`config.mk`:
```
export PLATFORM = sky130hd
export DESIGN_NAME = sqvs_emit
export DESIGN_NICKNAME = d
export VERILOG_FILES = /design/src/rtl/sprite_quad_vertex_setup_macros.svh /design/src/rtl/sqvs_pkg.sv /design/src/rtl/sqvs_emit.sv
export SDC_FILE = /design/constraint.sdc
export NUM_CORES = 1
export LEC_CHECK = 0
export BUFFER_PORTS_ARGS = -buffer_cell sky130_fd_sc_hd__buf_2
export CORE_AREA = 4 4 232 234
export DETAILED_ROUTE_END_ITERATION = 8
export DIE_AREA = 0 0 236 238
export PLACE_DENSITY = 0.68
export SLEW_MARGIN = 20
export SYNTH_ARGS = -nofsm -noshare
export SYNTH_HDL_FRONTEND = slang
export SYNTH_SLANG_ARGS = --single-unit
```
`constraint.sdc`:
```
create_clock -name clk -period 15.7 [get_ports clk]
set_clock_uncertainty 0.05 [all_clocks]
set_input_delay 1.57 -clock clk [delete_from_list [all_inputs] [get_ports clk]]
set_output_delay 1.57 -clock clk [all_outputs]
set_load 0.01 [all_outputs]
```
`src/rtl/sprite_quad_vertex_setup_macros.svh`:
```
// ----------------------------------------------------------------------------
// Assertion macros for the sprite quad vertex setup block
// Concurrent checks sampled on the rising clock, disabled during reset.
// ----------------------------------------------------------------------------
`ifndef SPRITE_QUAD_VERTEX_SETUP_MACROS_SVH
`define SPRITE_QUAD_VERTEX_SETUP_MACROS_SVH

// same-cycle implication
`define SQVS_ASSERT_IMP(label, clk, rst, ante, cons) \
  label: assert property (@(posedge clk) disable iff (rst) (ante) |-> (cons)) \
    else $error("sqvs: same-cycle check failed");

// next-cycle implication
`define SQVS_ASSERT_NXT(label, clk, rst, ante, cons) \
  label: assert property (@(posedge clk) disable iff (rst) (ante) |=> (cons)) \
    else $error("sqvs: next-cycle check failed");

`endif

```
`src/rtl/sqvs_pkg.sv`:
```
// ----------------------------------------------------------------------------
// sqvs_pkg
// Types, constants and the sine table generator for the sprite quad setup.
// ----------------------------------------------------------------------------
`default_nettype none

package sqvs_pkg;

  localparam int TRIG_FRAC_BITS_DEF   = 15;
  localparam int SINE_TABLE_DEPTH_DEF = 1024;

  localparam int POS_W  = 24;
  localparam int SIZE_W = 23;
  localparam int UV_W   = 17;
  localparam int OFF_W  = POS_W + 2;
  localparam int SAT_W  = POS_W + 3;

  localparam logic signed [POS_W-1:0] POS_MAX = 24'sh7FFFFF;
  localparam logic signed [POS_W-1:0] POS_MIN = 24'sh800000;

  localparam logic [1:0] CORNER_TL = 2'd0;
  localparam logic [1:0] CORNER_BL = 2'd1;
  localparam logic [1:0] CORNER_BR = 2'd2;
  localparam logic [1:0] CORNER_TR = 2'd3;

  localparam int         CORNERS   = 4;
  localparam int         VERT_CNT_W = 3;
  localparam logic [VERT_CNT_W-1:0] LAST_VERT = 3'd5;
  localparam logic [1:0] VERT_CORNER [0:5] = '{
    CORNER_TL, CORNER_BL, CORNER_BR, CORNER_BR, CORNER_TR, CORNER_TL
  };

  localparam longint unsigned HALF_PI_Q30 = 64'd1686629713;
  localparam longint unsigned TAYLOR_DIV [1:12] = '{
    64'd6, 64'd20, 64'd42, 64'd72, 64'd110, 64'd156,
    64'd210, 64'd272, 64'd342, 64'd420, 64'd506, 64'd600
  };

  typedef struct packed {
    logic signed [POS_W-1:0]  center_x;
    logic signed [POS_W-1:0]  center_y;
    logic        [SIZE_W-1:0] width;
    logic        [SIZE_W-1:0] height;
    logic        [15:0]       angle;
    logic        [15:0]       tex_u;
    logic        [15:0]       tex_v;
    logic        [15:0]       tex_w;
    logic        [15:0]       tex_h;
    logic        [31:0]       color;
    logic        [15:0]       texture_id;
    logic signed [15:0]       depth;
  } sprite_t;

  typedef struct packed {
    logic        [1:0]       corner;
    logic signed [POS_W-1:0] pos_x;
    logic signed [POS_W-1:0] pos_y;
    logic        [UV_W-1:0]  out_u;
    logic        [UV_W-1:0]  out_v;
    logic        [31:0]      out_color;
    logic        [15:0]      out_texture;
    logic signed [15:0]      out_depth;
    logic                    last;
  } vertex_t;

  // sine of a Q30 angle in [0, pi/2], rounded to Q1.frac; elaboration only
  function automatic longint unsigned sine_entry(input longint unsigned x, input int frac);
    longint unsigned x2;
    longint unsigned term;
    longint          sum;
    x2   = (x * x) >> 30;
    term = x;
    sum  = $signed(x);
    for (int n = 1; n <= 12; n++) begin
      term = ((term * x2) >> 30) / TAYLOR_DIV[n];
      if (n % 2 == 1) begin
        sum = sum - $signed(term);
      end else begin
        sum = sum + $signed(term);
      end
    end
    if (sum < 0) begin
      sum = 0;
    end
    return ($unsigned(sum) + (64'd1 << (29 - frac))) >> (30 - frac);
  endfunction

endpackage

`default_nettype wire

```
`src/rtl/sqvs_emit.sv`:
```
// ----------------------------------------------------------------------------
// sqvs_emit
// Holds one rotated sprite and issues its six vertices through an output reg.
// ----------------------------------------------------------------------------
`default_nettype none

module sqvs_emit (
  input  logic                              clk,
  input  logic                              rst,
  input  logic                              item_valid,
  input  sqvs_pkg::sprite_t                 item,
  input  logic signed [sqvs_pkg::OFF_W-1:0] off_x [sqvs_pkg::CORNERS],
  input  logic signed [sqvs_pkg::OFF_W-1:0] off_y [sqvs_pkg::CORNERS],
  output logic                              ready,
  output logic                              vertex_valid,
  input  logic                              vertex_stall,
  output sqvs_pkg::vertex_t                 vertex
);

  logic                               active;
  logic [sqvs_pkg::VERT_CNT_W-1:0]    cnt;
  sqvs_pkg::sprite_t                  spr;
  logic signed [sqvs_pkg::OFF_W-1:0]  ox [sqvs_pkg::CORNERS];
  logic signed [sqvs_pkg::OFF_W-1:0]  oy [sqvs_pkg::CORNERS];
  logic [sqvs_pkg::UV_W-1:0]          u1;
  logic [sqvs_pkg::UV_W-1:0]          v1;

  logic                               out_load;
  logic                               load;
  logic                               at_last;
  logic [1:0]                         corner;
  logic signed [sqvs_pkg::SAT_W-1:0]  sum_x;
  logic signed [sqvs_pkg::SAT_W-1:0]  sum_y;
  sqvs_pkg::vertex_t                  vertex_next;

  function automatic logic signed [sqvs_pkg::POS_W-1:0] sat_pos(
    input logic signed [sqvs_pkg::SAT_W-1:0] v
  );
    if (v > sqvs_pkg::SAT_W'(sqvs_pkg::POS_MAX)) begin
      return sqvs_pkg::POS_MAX;
    end
    if (v < sqvs_pkg::SAT_W'(sqvs_pkg::POS_MIN)) begin
      return sqvs_pkg::POS_MIN;
    end
    return sqvs_pkg::POS_W'(v);
  endfunction

  assign at_last  = (cnt == sqvs_pkg::LAST_VERT);
  assign out_load = active && (!vertex_valid || !vertex_stall);
  assign ready    = !active || (out_load && at_last);
  assign load     = item_valid && ready;

  assign corner = sqvs_pkg::VERT_CORNER[cnt];
  assign sum_x  = sqvs_pkg::SAT_W'(spr.center_x) + sqvs_pkg::SAT_W'(ox[corner]);
  assign sum_y  = sqvs_pkg::SAT_W'(spr.center_y) + sqvs_pkg::SAT_W'(oy[corner]);

  always_comb begin
    vertex_next.corner      = corner;
    vertex_next.pos_x       = sat_pos(sum_x);
    vertex_next.pos_y       = sat_pos(sum_y);
    vertex_next.out_u       = (corner == sqvs_pkg::CORNER_BR || corner == sqvs_pkg::CORNER_TR)
                              ? u1 : {1'b0, spr.tex_u};
    vertex_next.out_v       = (corner == sqvs_pkg::CORNER_TL || corner == sqvs_pkg::CORNER_TR)
                              ? v1 : {1'b0, spr.tex_v};
    vertex_next.out_color   = spr.color;
    vertex_next.out_texture = spr.texture_id;
    vertex_next.out_depth   = spr.depth;
    vertex_next.last        = at_last;
  end

  always_ff @(posedge clk) begin
    if (rst) begin
      active       <= 1'b0;
      cnt          <= '0;
      vertex_valid <= 1'b0;
    end else begin
      if (load) begin
        active <= 1'b1;
        cnt    <= '0;
      end else if (out_load && at_last) begin
        active <= 1'b0;
      end else if (out_load) begin
        cnt <= cnt + 1'b1;
      end
      if (out_load) begin
        vertex_valid <= 1'b1;
      end else if (!vertex_stall) begin
        vertex_valid <= 1'b0;
      end
    end
  end

  always_ff @(posedge clk) begin
    if (load) begin
      spr <= item;
      ox  <= off_x;
      oy  <= off_y;
      u1  <= {1'b0, item.tex_u} + {1'b0, item.tex_w};
      v1  <= {1'b0, item.tex_v} + {1'b0, item.tex_h};
    end
    if (out_load) begin
      vertex <= vertex_next;
    end
  end

endmodule

`default_nettype wire

```
==> flow_summary.json, run 1 <==
{
  "ys_ff_latch": 540,
  "syn_inst": 1566,
  "synth_top_family_by_area": "compound AO/OA/AOI/OAI gates",
  "cts_post_setup_buffers_inserted": 0,
  "grt-ovfl-total": 0,
  "syn-mean-instance-area_um2": 14.5,
  "initial_core_util_pct": 43.7,
  "synthMuxAreaShare_pct": 0.793,
  "slew-limit-headroom_pct": 25.2,
  "hold_path_class": "reg -> reg",
  "asyncSetResetFlopFracSynth_pct": 0,
  "placement_rows": 84,
  "setup_tns_ns": 0,
  "grt.total_usage_pct": 19.8,
  "grt_antenna_before_repair": 32,
  "route.detailed.vias_per_inst": 5.21,
  "synthSimpleGateAreaFrac_pct": 8.38,
  "dominantRegCellSynth": "edfxtp_1",
  "final-instance-count-excl-fill": 2865,
  "hold_viol_final": 0,
  "critical_path.max_fanout": 74,
  "drv_slew": 0,
  "synth_area_in_adders_pct": 5.42,
  "rr_startpoint": "cnt[2]$_SDFFE_PP0P_",
  "first_pass_iters": 5,
  "worst_setup_path_start_kind": "register",
  "run_status": "completed",
  "critPathArrivalTime_ns": 6.32,
  "rsz_0062_raised_after_global_routing": "no",
  "synth_edf_count": 535,
  "die_width_um": 236,
  "critical_path.endpoint": "vertex[125]$_SDFFCE_PN1P_",
  "synth_cell_types": 63,
  "crit_start": "cnt[2]$_SDFFE_PP0P_",
  "synth_compound_gate_area_share_pct": 9.97,
  "min_period_over_period_pct": 38.6,
  "die-height_um": 238,
  "last_weighted_congestion_value_of_the_routability_driven_placer": 0.904,
  "wl_met3_um": 5160,
  "die_area_um2": 56200,
  "routed_wire_length_per_instance_um": 20.3,
  "fillerInstances": 4291,
  "period_minus_slack_ns": 6.07,
  "met2_length_um": 27800,
  "critPathMaxStageDelay_ns": 0.84,
  "power_density_of_the_placed_cells_nw_per_um2": 129,
  "ctsLongestPathBuffers": 3,
  "crit_path_top_delay_cell": "a31oi_4",
  "clock_latency_ns": 0.58,
  "post_place_cells": 2749,
  "cts-htree-levels": 2,
  "syn2layout_area_growth_pct": 22.9,
  "critPathKind": "reg -> reg",
  "max_clock_freq_mhz": 165,
  "crit-reg2reg-capture": "vertex[125]$_SDFFCE_PN1P_",
  "hold_buffers": 0,
  "pin_count": 601,
  "clock-root-buffer": "clkbuf_16",
  "design.final.nets": 2663,
  "register_area_share_after_synthesis_pct": 71.1,
  "mappedNetlistArea_um2": 22700,
  "final_layout_size_suffix_gt1_share_pct": 31.5,
  "grt_pass1_wl_um": 86000,
  "drt.antenna.violating_nets": 0,
  "timing_worst_slew_pin_value_ns": 1.12,
  "cts_sinks": 540,
  "highest-signal-layer": "met5",
  "detailed_place_hpwl_um": 42200,
  "grt_max_degree": 176,
  "net_count_after_synthesis": 2112,
  "cp_data_required_time_ns": 15.95,
  "worst_ir_drop_vdd_mv": 0.0811,
  "drt-total-wl_um": 58100,
  "detail_route.iter0.violations": 896,
  "remaining_drc_errors": 0,
  "post_cts_resized": 0,
  "timing.critical_path.to_type": "register",
  "placeableCoreArea_um2": 52000,
  "vias": 14900,
  "setup_viol": 0,
  "cts_inserted_buffers": 54,
  "synthesis.yosys.warnings": 0,
  "rrSetupSlack_ns": 9.63,
  "clock_tree_from_tritoncts": "yes",
  "met1Wirelength_um": 23800,
  "grt_pass1_vias": 14800,
  "static_power_due_to_leakage_uw": 0.0109,
  "clk_transition_reported_paths_ns": 0.06,
  "drv.max_cap_violation_count": 0,
  "port-buffer-count": 538,
  "path_common_cell": "a31oi_1",
  "timing.reg2reg.worst_path_depth": 16,
  "synthXorXnorAreaFrac_pct": 2.66,
  "timing.critical_path.cells": "nand2b_1 -> o21a_4 -> inv_4 -> buf_4 -> a211oi_1 -> a31oi_1 -> ha_1 -> a21oi_1 -> nor2_1 -> a211o_1 -> o21a_2 -> o31a_4 -> a31oi_1 -> xnor2_1 -> a31oi_4 -> o21ai_0"
}
[power breakdown]
part,internal [µW],leakage [µW],switching (µW),total (µW)
clock network,712,0.000826,524,1240
registers,1730,0.00510,26.6,1750
logic,235,0.00493,367,602
[logic make-up (layout without fill, tap and decap cells)]
family	Yosys count	count (layout)
fa+ha+maj	96	96
other cells	0	15
xor+xnor	69	69
mux	16	16
buf+inv	90	686
simple gates	427	427
flops	540	540
compound gates	328	328
[cells in the final DEF (no fill, tap or decap), types with 9 or more instances in the layout]
cell and instances:
nand3_1 17, diode_2 15, and2_0 28, nor3_1 25, o21ai_2 19, xor2_1 23
clkbuf_1 14, clkinv_1 14, o21a_1 11, xnor2_1 46, buf_2 538, nor2b_1 9
a31oi_1 61, mux2_2 16, a211oi_1 63, nor2_1 56, and2_1 29, edfxtp_1 535
o21ai_0 35, buf_4 12, nand2_1 234, a21o_1 18, a21oi_1 54, inv_1 33
o211ai_1 10, clkbuf_16 57, ha_1 92
[metrics by stage]
step	cell area, µm²	utilization (%)	hold WS, ns	worst slack (ns)	power, µW
after detailed placement	26200	50.3	0.355	9.56	2390
after CTS	27900	53.6	0.365	9.54	3630
final	27900	53.7	0.361	9.63	3590
after global placement	26200	50.3	0.350	9.69	2370
after floorplan	22700	-	0.350	4.20	2200
after global routing	27900	53.6	0.376	9.17	3760
[metal layers]
metal	global-route usage [%]	vias to the layer above
met4	5.09	36
met2	32.9	556
met5	0	-
li1	-	7066
met3	6.96	98
met1	25.0	7160
[Yosys cell counts (6+ instances only)]
cell      count  area, µm²
a211oi_1     63        473
a21o_1       18        135
a21oi_1      54        270
a31o_2        6       52.6
a31oi_1      61        382
and2_0       28        175
and2_1       31        194
clkbuf_1     46        173
edfxtp_1    535      16100
ha_1         92       1150
inv_1        33        124
mux2_2       16        180
nand2_1     234        878
nand3_1      17       85.1
nor2_1       56        210
nor2b_1       9       56.3
nor3_1       25        125
o211ai_1     10       75.1
o21a_1       12       90.1
o21ai_0      35        175
o21ai_2      19        166
o31ai_1       8       60.1
xnor2_1      46        403
xor2_1       23        201
[critical path, delay by kind of cell, from the launching register on]
family,cells,cell delay (ns)
flip-flops,1,0.49
AND/OR/NAND/NOR,2,0.24
adder cells (fa/ha/maj),1,0.40
XOR/XNOR,1,0.18
AO/OA/AOI/OAI,10,3.08
buffers and inverters,2,1.27
[cell type report]
type / instances / area (µm²) / share of cell area (%)
diodes: 15 / 37.5 / 0.134
clock buffers: 71 / 1480 / 5.30
clock inverters: 30 / 225 / 0.807
inverters: 34 / 130 / 0.466
multi-input cells: 936 / 6220 / 22.3
flip-flops and latches: 540 / 16200 / 57.9
well taps: 688 / 861 / 3.08
repair buffers: 551 / 2800 / 10.0
[registers in the layout, indices dropped and copies added, names as in the netlist]
signal / cells
active: 1
spr: 144
vertex_valid: 1
u1: 17
v1: 17
ox: 104
cnt: 3
vertex: 149
oy: 104
[worst min path at each step]
stage | start | to | slack, ns | cells past startpoint
5_1_grt | spr[7]$_DFFE_PP_ | vertex[8]$_DFFE_PP_ | 0.38 | 0
6_report | spr[37]$_DFFE_PP_ | vertex[38]$_DFFE_PP_ | 0.36 | 0
3_3_place_gp | spr[43]$_DFFE_PP_ | vertex[44]$_DFFE_PP_ | 0.35 | 0
2_1_floorplan | spr[9]$_DFFE_PP_ | vertex[10]$_DFFE_PP_ | 0.35 | 0
3_5_place_dp | spr[29]$_DFFE_PP_ | vertex[30]$_DFFE_PP_ | 0.35 | 0
4_1_cts | spr[37]$_DFFE_PP_ | vertex[38]$_DFFE_PP_ | 0.36 | 0
(Power assumes the default switching activity.)
==> run 2, diff against run 1 <==
--- a/config.mk
+++ b/config.mk
@@ -6,10 +6,10 @@
 export NUM_CORES = 1
 export LEC_CHECK = 0
 export BUFFER_PORTS_ARGS = -buffer_cell sky130_fd_sc_hd__buf_2
-export CORE_AREA = 4 4 232 234
+export CORE_AREA = 4 4 230 232
 export DETAILED_ROUTE_END_ITERATION = 8
-export DIE_AREA = 0 0 236 238
-export PLACE_DENSITY = 0.68
+export DIE_AREA = 0 0 234 236
+export PLACE_DENSITY = 0.72
 export SLEW_MARGIN = 20
 export SYNTH_ARGS = -nofsm -noshare
 export SYNTH_HDL_FRONTEND = slang
==> constraint.sdc (replaced) <==
create_clock -name clk -period 5.35 [get_ports clk]
set_clock_uncertainty 0.05 [all_clocks]
set_input_delay 0.535 -clock clk [delete_from_list [all_inputs] [get_ports clk]]
set_output_delay 0.535 -clock clk [all_outputs]
set_load 0.01 [all_outputs]
==> run 2 against run 1 <==
  * Clock-buffer cell count decreased by 8
  * Critical path depth is 1 lower
  * Design area is 0.92% higher
  * First-iteration DRC count is 0.11% lower
  * Via count grew 0.18%
  * Power rose to 3.0 times the previous value
  * Largest power group unchanged
  * Cell count grew 0.28%
  * Clock power grew to 3.0 times the previous value
==> flow_summary.json, run 2 (same netlist as run 1, synthesis figures left out) <==
{
  "detail_route.iter0.violations": 895,
  "grt.total_usage_pct": 20.5,
  "biggest_register": "vertex",
  "worst_setup_path_start_kind": "register",
  "critPathKind": "reg -> reg",
  "final_layout_size_suffix_gt1_share_pct": 32.1,
  "grt_max_degree": 105,
  "remaining_drc_errors": 0,
  "hold_viol_final": 0,
  "slew-limit-headroom_pct": 45.6,
  "initial_core_util_pct": 44.6,
  "crit_start": "cnt[2]$_SDFFE_PP0P_",
  "placement_rows": 83,
  "grt_pass1_vias": 15000,
  "drt-total-wl_um": 58700,
  "hold_path_class": "in -> reg",
  "clk_transition_reported_paths_ns": 0.06,
  "cts_sinks": 540,
  "critPathArrivalTime_ns": 5.19,
  "clock_tree_from_tritoncts": "yes",
  "worst-path-buf-inv": 2,
  "die-height_um": 236,
  "run_status": "completed",
  "drv_slew": 0,
  "clock_latency_ns": 0.59,
  "min_delay_path_depth": 1,
  "setup_tns_ns": 0,
  "fin_util_pct": 55.3,
  "hold_buffers": 0,
  "grt-ovfl-total": 0,
  "static_power_due_to_leakage_uw": 0.0110,
  "min_period_over_period_pct": 91.6,
  "fillerInstances": 4131,
  "setup_viol": 0,
  "clock-root-buffer": "clkbuf_16",
  "critPathMaxStageDelay_ns": 0.56,
  "met1_usage_pct": 26.1,
  "design.final.nets": 2677,
  "hold_path_startpoint": "item[39]",
  "rr_startpoint": "cnt[2]$_SDFFE_PP0P_",
  "drt.antenna.violating_nets": 0,
  "timing.critical_path.cells": "nand2b_1 -> o21a_4 -> inv_4 -> buf_12 -> nand2_1 -> a31oi_1 -> ha_1 -> a211oi_1 -> o21ai_0 -> o311ai_1 -> a211oi_1 -> o31ai_1 -> a31oi_1 -> a31o_2 -> a21bo_1",
  "placeableCoreArea_um2": 51000,
  "pin_count": 601,
  "die_area_um2": 55200,
  "critical_path_depth": 15,
  "period_minus_slack_ns": 4.90,
  "ctsLongestPathBuffers": 3,
  "reg_top3": "vertex (149), spr (144)",
  "timing.hold.ws_ns": 0.0658,
  "worst_ir_drop_vdd_mv": 0.304,
  "timing_worst_slew_pin_value_ns": 0.816,
  "rsz_0062_raised_after_global_routing": "no",
  "routed_wire_length_per_instance_um": 20.4,
  "timing.reg2reg.worst_path_depth": 15,
  "cts-htree-levels": 2,
  "use_met2_pct": 33.8,
  "vias": 14900,
  "drv.max_cap_violation_count": 0,
  "grt_antenna_before_repair": 27,
  "multi_input_area_um2": 6220,
  "detailed_place_hpwl_um": 43500,
  "syn2layout_area_growth_pct": 24.0,
  "layout.area.seq_um2": 16200,
  "first_pass_iters": 5,
  "die_width_um": 234,
  "most-common-layout-cells": "538 x buf_2, 535 x edfxtp_1, 234 x nand2_1, 92 x ha_1, 63 x a211oi_1",
  "cts_post_setup_buffers_inserted": 0,
  "grt_pass1_wl_um": 86800,
  "max_clock_freq_mhz": 204,
  "cp_data_required_time_ns": 5.64,
  "route.detailed.vias_per_inst": 5.20,
  "layout.cells.most_common": "buf_2",
  "power_density_of_the_placed_cells_nw_per_um2": 380,
  "port-buffer-count": 538,
  "worst_path_dominant_cell_family": "compound AO/OA/AOI/OAI gates",
  "globalRoute.busiestLayer": "met2",
  "grt_util_met3_pct": 6.78,
  "largest_register_ff_count": 149,
  "cts_inserted_buffers": 55,
  "crit_path_top_delay_cell": "o311ai_1",
  "timing.critical_path.to_type": "register",
  "power.total_uw": 10700,
  "critical_path.max_fanout": 47,
  "last_weighted_congestion_value_of_the_routability_driven_placer": 0.891
}
==> run 2: cell count changes in the layout (fill, tap and decap cells not counted), sizes merged <==
cell,delta
clkbuf,-8
inv,+2
bufinv,+2
buf,+13
clkinv,+7
==> run 2: cell type report <==
cell class / instances / area share (%)
multi-input cells: 936 / 22.1
diodes: 15 / 0.133
flip-flops and latches: 540 / 57.4
inverters: 34 / 0.462
clock buffers: 63 / 5.06
clock inverters: 41 / 1.18
repair buffers: 564 / 10.7
well taps: 680 / 3.02
==> run 2: path summary, 6_finish.rpt <==
kind | to | slack (ns)
setup / recovery | vertex[115]$_SDFFCE_PN1P_ | 0.45
hold / removal | spr[39]$_DFFE_PP_ | 0.07
setup reg to reg | vertex[115]$_SDFFCE_PN1P_ | 0.45
hold reg to reg | vertex[8]$_DFFE_PP_ | 0.36
==> run 2: report_power, final <==
part	internal (µW)	switching, µW
registers	5060	81.5
clock network	2150	1580
logic	726	1100
total	7940	2760
==> run 2: worst reg2reg max path, cell delays in order, from the launching register on <==
cell and delay [ns]:
dfxtp_1 0.48, nand2b_1 0.17, o21a_4 0.22, inv_4 0.27
buf_12 0.29, nand2_1 0.12, a31oi_1 0.34, ha_1 0.36
a211oi_1 0.23, o21ai_0 0.23, o311ai_1 0.56, a211oi_1 0.19
o31ai_1 0.32, a31oi_1 0.20, a31o_2 0.40, a21bo_1 0.22
==> run 2: per-stage QoR <==
stage,setup slack [ns],cell area [µm²],instances
after CTS,0.268,28100,2858
final,0.447,28200,2873
after floorplan,0.287,22700,1566
after detailed placement,0.277,26400,2754
after global routing,0.0808,28200,2864
after global placement,0.495,26400,2754
==> run 2: what timing repair did <==
item	CTS	global route
hold endpoints to repair	0	0
endpoints found under the setup margin	0	22
gates resized for setup	0	1
==> run 2: per-layer routing <==
layer,routed length [µm],part of all wire (%),vias up
met5,175,0.30,-
met1,23400,40,7122
met2,28100,48,599
met3,5730,9.7,100
met4,1350,2.3,26
li1,-,-,7096
==> run 3, diff against run 2 <==
--- a/config.mk
+++ b/config.mk
@@ -6,10 +6,13 @@
 export NUM_CORES = 1
 export LEC_CHECK = 0
 export BUFFER_PORTS_ARGS = -buffer_cell sky130_fd_sc_hd__buf_2
-export CORE_AREA = 4 4 230 232
+export CELL_PAD_IN_SITES_DETAIL_PLACEMENT = 2
+export CELL_PAD_IN_SITES_GLOBAL_PLACEMENT = 2
+export CORE_ASPECT_RATIO = 2
+export CORE_MARGIN = 4
+export CORE_UTILIZATION = 32
 export DETAILED_ROUTE_END_ITERATION = 8
-export DIE_AREA = 0 0 234 236
-export PLACE_DENSITY = 0.72
+export PLACE_DENSITY_LB_ADDON = 0.1
 export SLEW_MARGIN = 20
 export SYNTH_ARGS = -nofsm -noshare
 export SYNTH_HDL_FRONTEND = slang
==> run 3 against run 2 <==
  * Utilization is 14 points lower
  * Non-clock buffer count up 57
  * First-iteration DRC count down 28%
  * Setup slack worse by 0.12 ns
  * Wire length up 30%
  * Register-to-register slack worse by 0.12 ns
  * Via count is 4.5% higher
  * Die area grew 37%
  * Largest cell class unchanged
==> flow_summary.json, run 3 (same netlist as run 1, synthesis figures left out) <==
{
  "run_status": "completed",
  "static_power_due_to_leakage_uw": 0.0112,
  "setup_tns_ns": 0,
  "grt_max_degree": 104,
  "period_minus_slack_ns": 5.02,
  "setup_viol": 0,
  "layout.cells.most_common": "buf_2",
  "first_pass_iters": 5,
  "slew-limit-headroom_pct": 34.0,
  "post_place_cells": 3013,
  "cts-htree-levels": 2,
  "hold_path_class": "in -> reg",
  "timing.critical_path.to_type": "register",
  "die_area_um2": 75600,
  "cts_inserted_buffers": 52,
  "die_width_um": 196,
  "detail_route.iter0.violations": 645,
  "critPathArrivalTime_ns": 5.29,
  "drv_slew": 0,
  "clock_latency_ns": 0.61,
  "grt_pass1_wl_um": 109000,
  "remaining_drc_errors": 0,
  "die-height_um": 385,
  "grt-ovfl-total": 0,
  "timing_worst_slew_pin_value_ns": 0.985,
  "critical_path.max_fanout": 24,
  "cp_data_required_time_ns": 5.62,
  "worst_setup_path_start_kind": "register",
  "clk_transition_reported_paths_ns": 0.07,
  "drt-total-wl_um": 76400,
  "biggest_register": "vertex",
  "detailed_place_hpwl_um": 58200,
  "grt.total_usage_pct": 19.3,
  "rrSetupSlack_ns": 0.33,
  "reg_top3": "vertex (149), spr (144)",
  "syn2layout_area_growth_pct": 27.8,
  "power_density_of_the_placed_cells_nw_per_um2": 379,
  "clock_tree_from_tritoncts": "yes",
  "critPathKind": "reg -> reg",
  "most-common-layout-cells": "538 x buf_2, 535 x edfxtp_1, 234 x nand2_1, 92 x ha_1, 63 x a211oi_1",
  "routed_wire_length_per_instance_um": 24.1,
  "port-buffer-count": 538,
  "grt_pass1_vias": 17600,
  "placement_rows": 138,
  "final_layout_size_suffix_gt1_share_pct": 33.6,
  "ctsLongestPathBuffers": 3,
  "timing.hold.ws_ns": 0.0567,
  "design.final.nets": 2732,
  "max_clock_freq_mhz": 199,
  "clock-root-buffer": "clkbuf_16",
  "pin_count": 601,
  "placeableCoreArea_um2": 70600,
  "rsz_0062_raised_after_global_routing": "no",
  "vias": 15600,
  "cts_sinks": 540,
  "drv.max_cap_violation_count": 0,
  "last_weighted_congestion_value_of_the_routability_driven_placer": 0.814,
  "min_period_over_period_pct": 93.9,
  "grt_antenna_before_repair": 50,
  "route.detailed.vias_per_inst": 4.94,
  "hold_viol_final": 0,
  "drt.antenna.violating_nets": 0,
  "initial_core_util_pct": 32.2,
  "final-instance-count-excl-fill": 3165,
  "worst_ir_drop_vdd_mv": 0.256,
  "largest_register_ff_count": 149
}
run 3: cell count changes in the layout (fill, tap and decap cells not counted), moves of 3 or more:
cell | before | now
clkinvlp_4 | 3 | 9
buf_4 | 15 | 50
clkinv_1 | 20 | 4
diode_2 | 15 | 29
dlygate4sd3_1 | 0 | 21
a31oi_2 | 0 | 3
a31oi_1 | 61 | 58
run 3: what timing repair did:
action	4_1_cts	5_1_grt
gates cloned	0	1
pin swaps	1	2
endpoints found under the hold margin	21	0
buffers inserted	0	7
gates resized for setup	2	6
endpoints found under the setup margin	1	30
hold buffers	21	0
run 3: worst max-delay path: stages (launching register included):
cell and delay [ns]:
dfxtp_1 0.35, inv_1 0.10, ha_1 0.21, inv_1 0.08
o21ai_4 0.26, buf_4 0.37, a211oi_1 0.15, a31oi_1 0.28
ha_1 0.31, a211oi_1 0.36, o211ai_1 0.25, a221o_1 0.44
a21oi_1 0.39, o31a_1 0.23, xnor2_1 0.13, o31ai_4 0.41
buf_12 0.19, nand2_1 0.13
run 3: cell type report:
cell class / instances / area (µm²)
fill: 7236 / 41600
sequential: 540 / 16200
multi-input combinational: 937 / 6300
timing repair buffer: 621 / 3520
clock buffer: 59 / 1350
tap: 910 / 1140
clock inverter: 35 / 365
inverter: 34 / 130
antenna: 29 / 72.6
run 3: final timing paths:
check | from | to | cells past startpoint
worst max-delay path | cnt[1]$_SDFFE_PP0P_ | vertex[99]$_SDFFCE_PN1P_ | 17
worst min-delay path | off_y[82] | oy[82]$_DFFE_PP_ | 1
worst max register to register | cnt[1]$_SDFFE_PP0P_ | vertex[99]$_SDFFCE_PN1P_ | 17
worst min register to register | spr[62]$_DFFE_PP_ | vertex[63]$_DFFE_PP_ | 0
run 3: layer usage:
layer	share of wire, %	GRT usage (%)
met1	34	19.5
met2	53	36.0
met3	9.5	7.23
met4	3.3	6.86
met5	0.23	0
run 3: where the power goes:
group | leakage [µW] | switching [µW] | total [µW] | internal (µW)
logic | 0.00532 | 1250 | 2060 | 815
clock network | 0.000818 | 1670 | 3790 | 2110
registers | 0.00510 | 88.1 | 5150 | 5060
total | 0.0112 | 3010 | 11000 | 7990
run 3: per-stage QoR:
step	total power, µW	utilization [%]	instance area [µm²]	worst slack (ns)
2_1_floorplan	6420	-	22700	0.287
3_3_place_gp	7190	38.1	26900	0.0112
3_5_place_dp	7260	38.1	26900	0.00734
4_1_cts	11100	40.8	28800	0.00269
5_1_grt	11500	41.1	29000	0.0278
6_report	11000	41.1	29000	0.328
